### config.mk
export PLATFORM = sky130hd
export DESIGN_NAME = ils_cell
export DESIGN_NICKNAME = d
export VERILOG_FILES = /design/src/hw/rtl/ils_pkg.sv /design/src/hw/rtl/ils_cell.sv
export SDC_FILE = /design/constraint.sdc
export NUM_CORES = 1
export LEC_CHECK = 0
export BUFFER_PORTS_ARGS = -buffer_cell sky130_fd_sc_hd__buf_2
export CAP_MARGIN = 15
export CORE_AREA = 2 2 106 108
export CTS_CLUSTER_SIZE = 20
export DETAILED_ROUTE_END_ITERATION = 10
export DIE_AREA = 0 0 108 110
export GPL_ROUTABILITY_DRIVEN = 1
export GPL_TIMING_DRIVEN = 0
export PLACE_DENSITY = 0.65
export SYNTH_ARGS = -nofsm -noshare
export SYNTH_HDL_FRONTEND = slang
export SYNTH_SLANG_ARGS = --single-unit
### constraint.sdc
create_clock -name clock -period 5.6 [get_ports clock]
set_input_delay 0.28 -clock clock [delete_from_list [all_inputs] [get_ports clock]]
set_output_delay 0.28 -clock clock [all_outputs]
set_load 0.005 [all_outputs]
### src/hw/rtl/ils_pkg.sv
// ----------------------------------------------------------------------------
// Indexed list store package
// Field widths, command and status codes, and the cell operation codes.
// ----------------------------------------------------------------------------
package ils_pkg;

   localparam int CMD_WIDTH       = 3;
   localparam int INDEX_WIDTH     = 7;
   localparam int SECOND_WIDTH    = 6;
   localparam int VALUE_WIDTH     = 32;
   localparam int STATUS_WIDTH    = 2;
   localparam int LENGTH_WIDTH    = 7;
   localparam int REQ_TDATA_WIDTH = 48;
   localparam int RSP_TDATA_WIDTH = 48;

   typedef enum logic [CMD_WIDTH-1:0] {
      CMD_INSERT  = 3'd0,
      CMD_APPEND  = 3'd1,
      CMD_REMOVE  = 3'd2,
      CMD_GET     = 3'd3,
      CMD_REPLACE = 3'd4,
      CMD_SWAP    = 3'd5
   } cmd_type;

   typedef enum logic [STATUS_WIDTH-1:0] {
      ST_OK     = 2'd0,
      ST_BOUNDS = 2'd1,
      ST_FULL   = 2'd2
   } status_type;

   typedef enum logic [2:0] {
      CELL_HOLD   = 3'd0,
      CELL_INSERT = 3'd1,
      CELL_REMOVE = 3'd2,
      CELL_WRITE  = 3'd3,
      CELL_SWAP   = 3'd4
   } cell_op_type;

endpackage

### src/hw/rtl/ils_cell.sv
// ----------------------------------------------------------------------------
// Indexed list store cell
// Holds one list position and takes data from its neighbors on a shift.
// ----------------------------------------------------------------------------
module ils_cell #(
   parameter int DATA_WIDTH = 32,
   parameter int SEL_WIDTH  = 7,
   parameter int POSITION   = 0
) (
   input  logic                   clock,
   input  ils_pkg::cell_op_type   op,
   input  logic [SEL_WIDTH-1:0]   index_a,
   input  logic [SEL_WIDTH-1:0]   index_b,
   input  logic [DATA_WIDTH-1:0]  write_data,
   input  logic [DATA_WIDTH-1:0]  below_data,
   input  logic [DATA_WIDTH-1:0]  above_data,
   input  logic [DATA_WIDTH-1:0]  bus_a,
   input  logic [DATA_WIDTH-1:0]  bus_b,
   output logic [DATA_WIDTH-1:0]  data,
   output logic [DATA_WIDTH-1:0]  rd_a,
   output logic [DATA_WIDTH-1:0]  rd_b
);
   import ils_pkg::*;

   localparam logic [SEL_WIDTH-1:0] POS = SEL_WIDTH'(POSITION);

   logic [DATA_WIDTH-1:0] data_ff;
   logic [DATA_WIDTH-1:0] data_in;
   logic                  hit_a;
   logic                  hit_b;
   logic                  past_a;

   assign hit_a  = (index_a == POS);
   assign hit_b  = (index_b == POS);
   assign past_a = (POS > index_a);

   always_comb begin
      data_in = data_ff;
      unique case (op)
         CELL_INSERT: begin
            if (hit_a) begin
               data_in = write_data;
            end else if (past_a) begin
               data_in = below_data;
            end
         end
         CELL_REMOVE: begin
            if (hit_a || past_a) begin
               data_in = above_data;
            end
         end
         CELL_WRITE: begin
            if (hit_a) begin
               data_in = write_data;
            end
         end
         CELL_SWAP: begin
            if (hit_a) begin
               data_in = bus_b;
            end else if (hit_b) begin
               data_in = bus_a;
            end
         end
         default: begin
            data_in = data_ff;
         end
      endcase
   end

   always_ff @(posedge clock) begin
      data_ff <= data_in;
   end

   assign data = data_ff;
   assign rd_a = hit_a ? data_ff : '0;
   assign rd_b = hit_b ? data_ff : '0;

endmodule

* Yosys cells after proc, flatten, opt, wreduce, memory -nomap -nowiden
Index checks and enable logic that the tools add are counted.
Word-level totals: output and inout bits 96, bits in registers 32, word-level logic and storage cells 24
Cells by class: muxes and demuxes 9, magnitude comparators 1, eq/ne operators 8, reductions and logical operators 5
Operator list (count):
- $mux W32 | 8
- $pmux W32 S4 | 1
- $logic_not A7 Y1 | 2
- $gt A1 B7 Y1 const A | 1
- $eq A3 B2 Y1 const B | 2
- $ne A3 B3 Y1 const B | 2
- $reduce_and A5 Y1 | 1
- $ne A2 B2 Y1 const B | 2
- $reduce_bool A4 Y1 | 1
- $eq A3 B1 Y1 const B | 1
- $eq A3 B3 Y1 const B | 1
- $logic_or A1 B1 Y1 | 1

* Logic depth before layout (Yosys ltp)
depth in word-level cells 4, mapped depth 6, depth with buffers taken out 4

* Worst setup path before layout
Ideal clock, no wire load.
path kind input -> register, from in index_a[3], to reg data_ff[0], in the netlist data[0] (enable), stages 6, setup slack 1453 ps, path buffers 2, setup time 466 ps, arrival 3682 ps, cells stage by stage or4_1 -> buf_2 -> nor2_8 -> buf_8 -> nor2_1 -> o21ai_0
Between the ends: word-level cells in the longest chain between the ends 4
RTL lines:
- from (decl) | line ils_cell.sv:12 | input logic [SEL_WIDTH-1:0] index_a,
- $gt A1 B7 Y1 or $logic_not A7 Y1 (tied branches) | line ils_cell.sv:35, ils_cell.sv:33
- $logic_or A1 B1 Y1 | line ils_cell.sv:48 | if (hit_a || past_a) begin
- $ne A2 B2 Y1 (no source line)
- $reduce_and A5 Y1 (no source line) *
- to (signal assigned) | line ils_cell.sv:71 | data_ff <= data_in;
- to (decl) | line ils_cell.sv:27 | logic [DATA_WIDTH-1:0] data_ff;
Mark *: on every way between the ends. The rest lies on a longest branch, timed or not. A chain may end at the register's enable or synchronous reset.

* Final worst setup path
from in index_b[2], to out rd_b[6]
Between the ends: word-level cells in the longest chain between the ends 2
RTL lines:
- from (decl) | line ils_cell.sv:13 | input logic [SEL_WIDTH-1:0] index_b,
- $logic_not A7 Y1 | line ils_cell.sv:34 | assign hit_b = (index_b == POS);
- $mux W32 | line ils_cell.sv:76 | assign rd_b = hit_b ? data_ff : '0;
- to (decl) | line ils_cell.sv:21 | output logic [DATA_WIDTH-1:0] rd_b
No other way between the ends.

==> metrics.md <==
| Metric | Value |
|---|---|
| EDFF count, synth | 32 |
| Chip height | 110 um |
| Most used DFF post-synth | edfxtp_1 |
| Initial antenna violation count | 0 |
| Longest Clk Path Bufs | 2 |
| DR WL/cell | 18.3 um |
| Most frequent cells in the layout | buf_2 (276), clkbuf_1 (33) |
| DR iter-0 viols | 288 |
| Post-synth ARST share | 0% |
| Synth warn | 0 |
| Register area | 961 sq um |
| CP arrival | 2.22 ns |
| Antenna-violating nets left | 0 |
| Number of synthesized register bits | 32 |
| Status | complete, no violations |
| Final Setup Violations | 0 |
| Unrepaired setup endpoints after global routing | no |
| Total track usage | 21.8% |
| Hpwl dp | 11400 um |
| Register area share after synthesis | 30.3% |
| # diodes | 0 |
| Final global-route overflow total | 0 |
| Dpl cell area | 4750 sq um |
| Final hold vios | 0 |
| Max Fclk | 400 MHz |
| Final min period | 2.50 ns |
| Port Buffers | 273 |
| Final period util | 44.7% |
| Leakage power | 2.31 nW |
| Largest net degree at the start of global routing | 18 |
| DIE AREA | 11900 sq um |
| Num CTS Buffers | 5 |
| Total routed wirelength | 14000 um |
| Clock transition at path regs | 0.07 ns |
| Drt drc | 0 |
| Via-to-Cell Ratio | 5.26 |
| Commonest non-fill, non-tap cell in the layout | buf_2 |
| Area Overhead vs Synth | 52.5% |
| Total power draw | 616 uW |
| Share of layout cells above drive strength 1 | 51.1% |
| H-tree lvl count | 2 |
| Synth cell types | 23 |
| Total number of vias | 4026 |
| Initial Util | 29.7% |
| Worst-Margin Slew | 0.747 ns |
| Vias in the first global route | 3773 |
| Drt first pass iters | 6 |
| PwrDens | 127 nW/um^2 |
| Core outline area | 10700 sq um |
| Post-Syn Area | 3170 sq um |
| Crit-path max FO | 10 |
| CP required | 5.32 ns |
| Fill count | 1082 |
| Cells after synthesis | 344 |
| Tightest Hold Check Type | primary input to register |
| Largest register FFs | 32 |
| Hold Buf Count CTS | 0 |
| Post-route cell area | 4840 sq um |
| Final Wtd Congestion | 0.872 |
| Cts repair resizes | 0 |
| Slew Viols, Final | 0 |
| Worst setup EP type | output port |
| Global-route wire length before repair | 19500 um |
| Crit Path Class | primary input to output port |
| Clock sink count | 32 |
| Syn nets | 522 |
| Mean post-synth cell area | 9.23 sq um |
| CTS tree | yes |
| Clk root buf | clkbuf_8 |
| Cell Rows | 38 |
| VDD IR-drop max | 0.0732 mV |
| CP Launch Type | primary input |
| Setup Buffers After CTS | 0 |
| Hold_ws | 0.309 ns |
| Net count, final | 804 |
| Area occupied by multi-input gates | 2030 sq um |
| Top-level port count | 274 |
| Chip width | 108 um |
| Max-cap viol count | 0 |
| Slew HR | 49.9% |
## critical path, stage by stage
cell,delay [ns]
buf_2,0.10
or4_1,0.53
nor4_2,0.57
clkbuf_1,0.42
and2_1,0.20
buf_2,0.11
## cells in the mapped netlist, types with 2 or more instances
master / n / area (sq um)
clkbuf_1: 32 / 120
buf_2: 3 / 15.0
a22oi_1: 32 / 240
and2_1: 32 / 200
and3_1: 32 / 200
o211ai_2: 28 / 350
nand2_1: 3 / 11.3
o211ai_1: 4 / 30.0
nor2_1: 5 / 18.8
nor4_2: 2 / 25.0
mux2i_1: 32 / 320
o21ai_0: 33 / 165
a21o_1: 32 / 240
or4_1: 2 / 15.0
nand3_1: 32 / 160
edfxtp_1: 32 / 961
buf_12: 2 / 40.0
## power by group
group	total (mW)	switching [mW]	leakage [nW]	internal [mW]
combinational	0.171	0.0866	1.99	0.0846
clock	0.175	0.0901	0.0410	0.0846
sequential	0.270	0.000935	0.279	0.269
total	0.616	0.178	2.31	0.438
## path summary, 6_finish.rpt
check | end | slack, ns | start | cells past startpoint
setup / recovery | rd_b[6] | 3.10 | index_b[2] | 6
hold / removal | data[6] | 0.31 | above_data[6] | 3
## cell type report
class | count | share of cell area (%)
Timing Repair Buffer | 275 | 29.0
Multi-Input combinational cell | 273 | 42.0
Tap cell | 140 | 3.62
Inverter | 1 | 0.0776
Sequential cell | 32 | 19.9
Clock inverter | 1 | 0.103
Buffer | 38 | 3.93
Clock buffer | 6 | 1.50
## metal layers
metal | track usage, % | vias to the layer above | share of wire [%] | routed length (um)
met5 | 0 | - | 0 | 0
met4 | 5.31 | 0 | 1.7 | 233
met3 | 4.23 | 21 | 7.9 | 1110
met2 | 41.2 | 226 | 51 | 7180
met1 | 25.2 | 1884 | 39 | 5460
li1 | - | 1895 | - | -
## cell families (layout without fill, tap and decap cells)
group           count (synthesis)  count (layout)  share of synthesized area (%)
buf+inv                        39             321                           6.11
compound gates                129             129                           32.3
flops                          32              32                           30.3
simple gates                  112             112                           21.2
mux                            32              32                           10.1
## metrics by stage
stage          cells  worst slack [ns]  util, %  TNS (ns)
3_3_place_gp     757            -0.113     44.1     -3.54
6_report         766              3.10     45.2         0
3_5_place_dp     758              2.80     44.4         0
4_1_cts          765              3.05     45.2         0
5_1_grt          766              2.95     45.2         0
2_1_floorplan    344              1.45        -         0
No activity file was read; power rests on OpenSTA's default activity.
