--- src/hw/rtl/ils_pkg.sv ---
// ----------------------------------------------------------------------------
// Indexed list store package
// Field widths, command and status codes, and the cell operation codes.
// ----------------------------------------------------------------------------
package ils_pkg;

   localparam int CMD_WIDTH       = 3;
   localparam int INDEX_WIDTH     = 7;
   localparam int SECOND_WIDTH    = 6;
   localparam int VALUE_WIDTH     = 32;
   localparam int STATUS_WIDTH    = 2;
   localparam int LENGTH_WIDTH    = 7;
   localparam int REQ_TDATA_WIDTH = 48;
   localparam int RSP_TDATA_WIDTH = 48;

   typedef enum logic [CMD_WIDTH-1:0] {
      CMD_INSERT  = 3'd0,
      CMD_APPEND  = 3'd1,
      CMD_REMOVE  = 3'd2,
      CMD_GET     = 3'd3,
      CMD_REPLACE = 3'd4,
      CMD_SWAP    = 3'd5
   } cmd_type;

   typedef enum logic [STATUS_WIDTH-1:0] {
      ST_OK     = 2'd0,
      ST_BOUNDS = 2'd1,
      ST_FULL   = 2'd2
   } status_type;

   typedef enum logic [2:0] {
      CELL_HOLD   = 3'd0,
      CELL_INSERT = 3'd1,
      CELL_REMOVE = 3'd2,
      CELL_WRITE  = 3'd3,
      CELL_SWAP   = 3'd4
   } cell_op_type;

endpackage

--- src/hw/rtl/ils_ctrl.sv ---
// ----------------------------------------------------------------------------
// Indexed list store control
// Decodes each request, checks bounds, keeps the length and the response.
// ----------------------------------------------------------------------------
module ils_ctrl #(
   parameter int CAPACITY    = 64,
   parameter int DATA_WIDTH  = 32,
   parameter int SEL_WIDTH   = 7,
   parameter int COUNT_WIDTH = 7
) (
   input  logic                                clock,
   input  logic                                reset,
   input  logic                                req_tvalid,
   output logic                                req_tready,
   input  logic [ils_pkg::CMD_WIDTH-1:0]       cmd,
   input  logic [ils_pkg::INDEX_WIDTH-1:0]     index,
   input  logic [ils_pkg::SECOND_WIDTH-1:0]    second_index,
   input  logic [DATA_WIDTH-1:0]               rd_a,
   output ils_pkg::cell_op_type                cell_op,
   output logic [SEL_WIDTH-1:0]                index_a,
   output logic [SEL_WIDTH-1:0]                index_b,
   output logic                                rsp_tvalid,
   input  logic                                rsp_tready,
   output logic [ils_pkg::STATUS_WIDTH-1:0]    status,
   output logic [ils_pkg::VALUE_WIDTH-1:0]     value_out,
   output logic [ils_pkg::INDEX_WIDTH-1:0]     index_out,
   output logic [ils_pkg::LENGTH_WIDTH-1:0]    length
);
   import ils_pkg::*;

   logic [COUNT_WIDTH-1:0]  count_ff;
   logic [COUNT_WIDTH-1:0]  count_in;
   logic                    rsp_valid_ff;
   logic                    rsp_valid_in;
   status_type              rsp_status_ff;
   logic [VALUE_WIDTH-1:0]  rsp_value_ff;
   logic [INDEX_WIDTH-1:0]  rsp_index_ff;

   logic                    accept;
   logic [SEL_WIDTH-1:0]    cnt;
   logic [SEL_WIDTH-1:0]    idx;
   logic [SEL_WIDTH-1:0]    sel_a;
   cell_op_type             op;
   status_type              st;
   logic [DATA_WIDTH-1:0]   vout;
   logic [SEL_WIDTH-1:0]    iout;
   logic [COUNT_WIDTH-1:0]  count_next;

   assign req_tready = !rsp_valid_ff || rsp_tready;
   assign accept     = req_tvalid && req_tready;

   assign cnt     = SEL_WIDTH'(count_ff);
   assign idx     = SEL_WIDTH'(index);
   assign index_b = SEL_WIDTH'(second_index);

   always_comb begin
      sel_a      = idx;
      op         = CELL_HOLD;
      st         = ST_OK;
      vout       = '0;
      iout       = '0;
      count_next = count_ff;
      unique case (cmd) inside
         CMD_INSERT, CMD_APPEND: begin
            if (cmd == CMD_APPEND) begin
               sel_a = cnt;
            end
            if (sel_a > cnt) begin
               st = ST_BOUNDS;
            end else if (count_ff == COUNT_WIDTH'(CAPACITY)) begin
               st = ST_FULL;
            end else begin
               op         = CELL_INSERT;
               iout       = sel_a;
               count_next = COUNT_WIDTH'(count_ff + 1'b1);
            end
         end
         CMD_REMOVE: begin
            if (idx >= cnt) begin
               st = ST_BOUNDS;
            end else begin
               op         = CELL_REMOVE;
               vout       = rd_a;
               count_next = COUNT_WIDTH'(count_ff - 1'b1);
            end
         end
         CMD_GET: begin
            if (idx >= cnt) begin
               st = ST_BOUNDS;
            end else begin
               vout = rd_a;
            end
         end
         CMD_REPLACE: begin
            if (idx >= cnt) begin
               st = ST_BOUNDS;
            end else begin
               op   = CELL_WRITE;
               vout = rd_a;
            end
         end
         CMD_SWAP: begin
            if (idx >= cnt || index_b >= cnt) begin
               st = ST_BOUNDS;
            end else begin
               op = CELL_SWAP;
            end
         end
         default: begin
            st = ST_OK;
         end
      endcase
   end

   assign index_a  = sel_a;
   assign cell_op  = accept ? op : CELL_HOLD;
   assign count_in = accept ? count_next : count_ff;

   always_comb begin
      rsp_valid_in = rsp_valid_ff;
      if (req_tready) begin
         rsp_valid_in = accept;
      end
   end

   always_ff @(posedge clock) begin
      if (reset) begin
         count_ff     <= '0;
         rsp_valid_ff <= 1'b0;
      end else begin
         count_ff     <= count_in;
         rsp_valid_ff <= rsp_valid_in;
      end
   end

   always_ff @(posedge clock) begin
      if (accept) begin
         rsp_status_ff <= st;
         rsp_value_ff  <= VALUE_WIDTH'(vout);
         rsp_index_ff  <= INDEX_WIDTH'(iout);
      end
   end

   assign rsp_tvalid = rsp_valid_ff;
   assign status     = rsp_status_ff;
   assign value_out  = rsp_value_ff;
   assign index_out  = rsp_index_ff;
   assign length     = LENGTH_WIDTH'(count_ff);

endmodule

--- config.mk ---
export PLATFORM = sky130hd
export DESIGN_NAME = ils_ctrl
export DESIGN_NICKNAME = d
export VERILOG_FILES = /design/src/hw/rtl/ils_pkg.sv /design/src/hw/rtl/ils_ctrl.sv
export SDC_FILE = /design/constraint.sdc
export NUM_CORES = 1
export LEC_CHECK = 0
export ABC_CLOCK_PERIOD_IN_PS = 3870
export BUFFER_PORTS_ARGS = -buffer_cell sky130_fd_sc_hd__buf_2
export CAP_MARGIN = 10
export CORE_MARGIN = 1
export CORE_UTILIZATION = 44
export CTS_CLUSTER_DIAMETER = 120
export CTS_CLUSTER_SIZE = 10
export DETAILED_ROUTE_END_ITERATION = 10
export PLACE_DENSITY = 0.82
export SLEW_MARGIN = 20
export SYNTH_ARGS = -nofsm -noshare
export SYNTH_HDL_FRONTEND = slang
export SYNTH_SLANG_ARGS = --single-unit
--- constraint.sdc ---
create_clock -name clock -period 3.87 [get_ports clock]
set_clock_uncertainty 0.2 [all_clocks]
set_input_delay 0.774 -clock clock [delete_from_list [all_inputs] [get_ports clock]]
set_output_delay 0.774 -clock clock [all_outputs]
set_load 0.02 [all_outputs]
* Word-level counts from Yosys, hierarchy flattened
Cells that the tools add are included.
W data, S select, Z words.
** Storage, ports and cells
- Register bits after elaboration :: 49
- Input bits :: 52
- Output and inout bits :: 67
- Logic and storage cells :: 51
** Cells by class
- $add $sub $neg :: 2
- $lt $le $gt $ge :: 3
- Eq/ne operators :: 9
- Multiplexer cells :: 19
- Bitwise gates (word level) :: 2
- Reductions and logical operators :: 11
** Operators with widths (number)
- $mux W7 :: 6
- $pmux W7 S2 :: 1
- $pmux W3 S4 :: 1
- $mux W2 :: 4
- $add A7 B1 Y7 const B :: 1
- $eq A7 B7 Y1 const B :: 1
- $ge A6 B7 Y1 :: 1
- $ge A7 B7 Y1 :: 1
- $gt A7 B7 Y1 :: 1
- $sub A7 B1 Y7 const B :: 1
- $eq A3 B2 Y1 const B :: 2
- $eq A3 B3 Y1 const B :: 2
- $mux W3 :: 2
- $ne A2 B2 Y1 const B :: 3
- $pmux W2 S3 :: 1
- $reduce_or A3 Y1 :: 2
- $reduce_and A5 Y1 :: 1
- $mux W1 :: 4
- $reduce_or A2 Y1 :: 2
- $eq A3 B1 Y1 const B :: 1
- $logic_not A3 Y1 :: 1
- $logic_or A1 B1 Y1 :: 2
- $not A1 Y1 :: 2
- $reduce_bool A2 Y1 :: 1
- other kinds (2) :: 2

* Longest topological paths before layout
Gate-level depths: netlist of the first run.
- Depth in word-level cells :: 7
- Gate-level depth with buffers :: 12
- Mapped depth without buffers :: 11

* Least setup slack after synthesis of the first run
No wires, ideal clock.
- Kind :: input -> output
- From :: in rsp_tready
- To :: out cell_op[2]
- Arrival :: 3.438 ns
- Data required time :: 2.896 ns
- Path slack :: -0.542 ns
- Cell stages on the path :: 4
- Buffers on the path :: 0
- Cell sequence :: nand2b_1 and2_1 nand2_1 a2111oi_0
** On the way
- Cells in the longest elaborated chain, start to end :: 3
** Ends and longest elaborated chain
- start: declaration :: line ils_ctrl.sv:23 : input logic rsp_tready,
- $logic_or A1 B1 Y1 :: line ils_ctrl.sv:49 : assign req_tready = !rsp_valid_ff || rsp_tready;
- $logic_and A1 B1 Y1 :: line ils_ctrl.sv:50 : assign accept = req_tvalid && req_tready;
- via accept :: line ils_ctrl.sv:39 : logic accept;
- $mux W3 :: line ils_ctrl.sv:116 : assign cell_op = accept ? op : CELL_HOLD;
- end: declaration :: line ils_ctrl.sv:19 : output ils_pkg::cell_op_type cell_op,
The timed path passes the listed nets, and every way through them passes these cells.

* Final worst setup path of the first run
- From :: in cmd[0] (netlist name)
- To :: out cell_op[0]
** On the way
- Cells in the longest elaborated chain, start to end :: 7
- Elaborated cells on any way between the ends :: 12
- Those cells by class :: order compare (1); eq/ne (4); mux (5); reduce/logical (2)
** Ends and longest elaborated chain
- start: declaration :: line ils_ctrl.sv:15 : input logic [ils_pkg::CMD_WIDTH-1:0] cmd,
- $eq A3 B1 Y1 :: line ils_ctrl.sv:65 : if (cmd == CMD_APPEND) begin
- $mux W7 :: line ils_ctrl.sv:65
- $mux W7 :: line ils_ctrl.sv:63 : unique case (cmd) inside
- $gt A7 B7 Y1 :: line ils_ctrl.sv:68 : if (sel_a > cnt) begin
- $mux W1 :: line ils_ctrl.sv:68
- $pmux W3 S4 * :: line ils_ctrl.sv:63
- $mux W3 * :: line ils_ctrl.sv:116
Every way passes the cells marked *; elsewhere a longest branch is shown, timed or not. The select of a mux whose other input is x is not followed.

==> results of run 1 <==
[where the power goes]
group / switching (mW) / internal [mW]
Combinational: 0.161 / 0.116
Sequential: 0.0102 / 0.602
Clock: 0.176 / 0.128
[cells in the mapped netlist]
| library cell | instances |
|---|---|
| edfxtp_1 | 41 |
| and3_1 | 32 |
| ha_1 | 25 |
| a21oi_1 | 18 |
| inv_1 | 15 |
| nor2_1 | 15 |
| mux2_2 | 12 |
| nand2_1 | 12 |
| o21ai_0 | 10 |
| nor2b_1 | 9 |
| clkbuf_1 | 8 |
| dfxtp_1 | 8 |
| buf_4 | 7 |
| nand3_1 | 5 |
| mux2i_1 | 4 |
| xnor2_1 | 4 |
| nand4_1 | 3 |
| a21o_1 | 2 |
| buf_2 | 2 |
| nand2b_1 | 2 |
| nor3_1 | 2 |
| o211ai_1 | 2 |
| or2_2 | 2 |
| a2111oi_0 | 1 |
| a211oi_1 | 1 |
| a21oi_2 | 1 |
| a31oi_1 | 1 |
| and2_1 | 1 |
| conb_1 | 1 |
| fa_1 | 1 |
| inv_2 | 1 |
| mux2_4 | 1 |
| nand3b_1 | 1 |
| nor3b_2 | 1 |
| o211a_1 | 1 |
| o211ai_4 | 1 |
| o21a_1 | 1 |
| o31a_1 | 1 |
| or2b_1 | 1 |
| or3_1 | 1 |
[worst max-delay path by stage]
stage            from         end  slack (ps)  cells after the start
6_report       cmd[0]  cell_op[0]          80                     13
5_1_grt        cmd[0]  cell_op[0]           5                     13
4_1_cts        cmd[2]  cell_op[0]          10                     12
3_5_place_dp   cmd[0]  cell_op[0]        -110                     12
3_3_place_gp   cmd[0]  cell_op[0]         -10                     13
2_1_floorplan  cmd[2]  cell_op[0]         0.1                     10
[per-layer routing]
layer / wire, um / vias to the layer above / part of all wire, % / track usage (%)
met1: 3030 / 1111 / 43 / 25.6
met4: 119 / 0 / 1.7 / 6.32
li1: - / 1179 / - / -
met5: 0 / - / 0 / 0
met3: 505 / 14 / 7.1 / 3.08
met2: 3440 / 106 / 48 / 36.8
[worst max-delay path: stages]
cell and delay [ps]:
buf_6 70, inv_2 40, nor3_4 230, buf_12 160, buf_6 110, mux2_4 300, ha_4 270, nand3_1 70
or2_4 270, o21ai_4 70, nand3_2 110, a21oi_4 180, buf_6 130
[state kept, by name, summed over array words and instances (netlist names)]
| name | count |
|---|---|
| index_out | 7 |
| length | 7 |
| rsp_tvalid | 1 |
| status | 2 |
| value_out | 32 |
[layout make-up]
| cell class | count | share of cell area [%] |
|---|---|---|
| Clock buffer | 6 | 1.90 |
| Clock inverter | 2 | 0.393 |
| Inverter | 16 | 1.57 |
| Multi-Input combinational cell | 175 | 37.1 |
| Sequential cell | 49 | 36.4 |
| Tap cell | 75 | 2.46 |
| Timing Repair Buffer | 138 | 20.2 |
[cells by family after synthesis]
group,after synthesis
simple gates,87
flops,49
compound gates,40
buf+inv,33
fa+ha+maj,26
mux,17
xor+xnor,4
other cells,1
[timing repair]
item | 4_1_cts | 5_1_grt
hold buffers | 0 | 0
resized for setup | 3 | 16
setup endpoints to repair | 1 | 1
buffers inserted | 1 | 4
pin swaps | 2 | 6
==> results.yml, run 1 <==
timing:
  tns_ps: 0
  fmax_mhz: 264
  min_period_ps: 3790
  whs_ps: 323
  min_period_over_period_pct: 98.0
  setup_violations: 0
  rsz0062_at_grt: "false"
  hold_viol: 0
  setup_slack_ps: 78.8
  slew_violations: 0
synth:
  synthAdderAreaFrac_pct: 11.8
  ys_seq_area_share_pct: 49.1
  syn_avg_cell_area_um2: 11.0
  netlist_area_um2: 2830
  synth_compound_area_share_pct: 8.79
  yosysWarnings: 0
  synth_xor_area_share_pct: 1.24
  synthCells: 257
  yosys.area.top_type: "edfxtp_1"
  synth_seq_cells: 49
  yosysTopAreaCellShare_pct: 43.5
  synth-simple-area-share_pct: 16.8
  synth_top_family_by_area: "simple AND/OR/NAND/NOR gates"
  syn_nets: 335
  yosys-top-cells-area: "edfxtp_1 (43%), ha_1 (11%), and3_1 (7.1%)"
  ys_types: 40
  synth.area.mux_share_pct: 6.72
worst_setup_path:
  rr_worst_depth: 9
  r2r_start: "length[2]"
  cp.arrival_ps: 2820
  cp.required_ps: 2900
  reg2reg_to: "length[6]"
  endpoint_kind: "primary output"
  crit_type: "in2out"
  crit_fanout: 7
  crit_path_start_kind: "input pin"
  ff2ff_setup_slack_ps: 1110
clock_tree:
  clkTransAtPathRegs_ps: 90
  cts_buffer_depth: 2
  h-tree-depth: 2
  clock_latency_ps: 300
  cts_made_buffers: 5
  cts_root_buf: "clkbuf_8"
  cts.sinks: 49
  tritoncts: "built"
global_route:
  grt_pass1_vias: 2212
  grt_max_degree: 36
  grt_overflow: 0
  gr-usage-all-layers_pct: 20.6
  grt_pass1_wl_um: 10400
  antenna_found_initial: 0
place:
  gp_congestion: 0.814
  placed_cells: 448
  pre_cts_slack_ps: -109
  portBuffers: 117
  dp_hpwl_um: 5410
  place_area_um2: 3580
final_layout:
  post-route-util_pct: 63.0
  diodes: 0
  final_cell_mix: "buf_2 (115), edfxtp_1 (41), and3_1 (32)"
  fill_cells: 464
  area_growth_pct: 35.0
  fin_nets: 463
  multi_input_area_um2: 1420
  register_area_um2: 1390
  final_common_cell: "buf_2"
  stdcell_area_um2: 3820
  layout-drive-gt1-share_pct: 45.3
  final_cells: 461
min_path:
  hold_end: "rsp_tvalid"
  hp-class: "reg2reg"
  holdPathStages: 2
  worstHoldStart: "rsp_tvalid"
route:
  ant_nets: 0
  routed_wl_um: 7100
  via_count: 2410
  drc: 0
  first_pass_iters: 4
  viasPerCell: 5.23
  drt_iter0_drc: 91
  wire_per_inst_um: 15.4
floorplan:
  io_pins: 119
  die_h_um: 82.2
  row_count: 28
  initial_utilization_pct: 46.7
  dieArea_um2: 6760
  core-area_um2: 6060
  die_x_um: 82.2
power:
  power_mw: 1.19
  pwr_density_cell_nw_per_um2: 312
  total_leakage_power_nw: 1.85
  peakVddDrop_mv: 0.178
status:
  status: "completed"
flow_run:
  drv_cap: 0
Power figures use the tool's default switching activity.
==> run 2, diff against run 1 <==
ABC_CLOCK_PERIOD_IN_PS = 3300   (was 3870)
BUFFER_PORTS_ARGS = unset   (was -buffer_cell sky130_fd_sc_hd__buf_2)
CORE_UTILIZATION = 50   (was 44)
DONT_BUFFER_PORTS = 1   (was unset)
MAX_ROUTING_LAYER = met4   (was unset)
PLACE_DENSITY = 0.73   (was 0.82)
clock period = 3.3 ns   (was 3.87 ns; I/O delays follow)
==> run 2 against run 1 <==
Net effect: the run now ends with negative setup slack left; global-route usage grew 0.20 points; die area shrank 12%; utilization shrank 4.0 points; routed wire length shrank 17%; first-iteration DRC count grew 41%; combinational power shrank 32%; sequential power grew 24%; register-to-register slack lost 360 ps; critical path type unchanged; largest cell class unchanged; largest power group unchanged.
==> results.yml, run 2 (synthesis results as in run 1) <==
status:
  status: "finished, violations left"
  violations: "negative setup slack"
clock_tree:
  cts_made_buffers: 5
  cts_hold_buffers: 0
  h-tree-depth: 2
  clkTransAtPathRegs_ps: 90
  cts_root_buf: "clkbuf_8"
  tritoncts: "built"
  cts.sinks: 49
  clock_latency_ps: 290
  cts_buffer_depth: 2
worst_setup_path:
  crit_path_start_kind: "input pin"
  cp.arrival_ps: 2460
  crit_fanout: 10
  startpoint: "cmd[2]"
  r2r_start: "length[4]"
  cp.required_ps: 2440
  reg2reg_to: "length[1]"
  rr_worst_depth: 10
  ff2ff_setup_slack_ps: 750
  endpoint_kind: "primary output"
  crit_type: "in2out"
place:
  gp_congestion: 0.883
  placed_cells: 336
  pre_cts_slack_ps: -191
  portBuffers: 0
  place_area_um2: 3120
  dp_hpwl_um: 4730
power:
  power_frac_clock_pct: 26.8
  p_sw_mw: 0.361
  pwr_density_cell_nw_per_um2: 402
  internal_power_mw: 0.937
  p_sw_share_pct: 27.8
  p_comb_share_pct: 14.6
  power_mw: 1.30
  peakVddDrop_mv: 0.179
  total_leakage_power_nw: 1.36
  p_seq_share_pct: 58.6
global_route:
  antenna_found_initial: 0
  grt_max_degree: 37
  gr-usage-all-layers_pct: 20.8
  grt_overflow: 0
  grt_pass1_vias: 1906
  grt_pass1_wl_um: 9400
timing:
  slew_violations: 0
  slew_headroom_pct: 62.7
  worst_slew_pin_slew_ps: 556
  tns_ps: -17.1
  setup_violations: 1
  fmax_mhz: 301
  hold_viol: 0
  setup_slack_ps: -17.1
  rsz0062_at_grt: "true"
  min_period_over_period_pct: 101
  min_period_ps: 3320
  whs_ps: 222
floorplan:
  io_pins: 119
  core-area_um2: 5470
  die_h_um: 77.3
  row_count: 27
  initial_utilization_pct: 51.7
  dieArea_um2: 5970
  die_x_um: 77.3
final_layout:
  final_cells: 345
  multi_input_area_um2: 1400
  diodes: 0
  post-route-util_pct: 59.1
  fin_nets: 350
  largest_reg_flops: 32
  stdcell_area_um2: 3230
  register_area_um2: 1390
  final_common_cell: "edfxtp_1"
  fill_cells: 482
  final_cell_mix: "edfxtp_1 (41), and3_1 (32), ha_1 (22), buf_4 (22)"
  area_growth_pct: 14.2
  layout-drive-gt1-share_pct: 23.8
route:
  viasPerCell: 5.66
  routed_wl_um: 5900
  ant_nets: 0
  first_pass_iters: 4
  drt_iter0_drc: 128
  drc: 0
  wire_per_inst_um: 17.1
  via_count: 1951
min_path:
  holdPathStages: 1
  hp-class: "in2reg"
  hold_end: "length[3]"
  worstHoldStart: "reset"
flow_run:
  drv_cap: 0
==> run 2: power by group through the flow <==
stage / registers (mW) / logic [mW] / clock network [mW]
5_1_grt: 0.764 / 0.212 / 0.373
3_5_place_dp: 0.776 / 0.187 / 0
6_report: 0.761 / 0.189 / 0.348
2_1_floorplan: 0.774 / 0.156 / 0
3_3_place_gp: 0.774 / 0.181 / 0
4_1_cts: 0.761 / 0.190 / 0.361
==> run 2: layout make-up <==
cell class                      count  share of cell area, %
Clock inverter                      2                  0.464
Multi-Input combinational cell    175                   43.4
Inverter                           16                   1.86
Timing Repair Buffer               25                   6.15
Sequential cell                    49                   43.1
Tap cell                           72                   2.79
Clock buffer                        6                   2.24
==> run 2: timing repair <==
item,in CTS,in global routing
pin swaps,4,2
buffers inserted,1,0
resized for setup,3,3
endpoints found under the hold margin,0,0
setup endpoints to repair,1,2
==> run 2: worst max-delay path, cell delays in order <==
cell and delay [ps]:
nor3_4 170, buf_6 160, mux2_2 350, ha_1 310, nand4_1 130, or2_4 260
o21ai_4 70, nand3_4 100, a21oi_4 240
==> run 2: worst max path at each step <==
stage,cells past startpoint,slack [ps],endpoint
global route,9,-80,cell_op[0]
detailed placement,10,-190,cell_op[0]
finish,9,-20,cell_op[0]
global placement,10,-140,cell_op[0]
floorplan,10,-160,cell_op[0]
CTS,10,-20,cell_op[0]
==> run 2: layer usage <==
metal	up-vias	GRT usage, %	share of wire, %
li1	950	-	-
met1	907	24.4	41
met2	85	34.1	50
met3	9	6.19	7.3
met4	0	7.17	1.5
met5	-	-	0
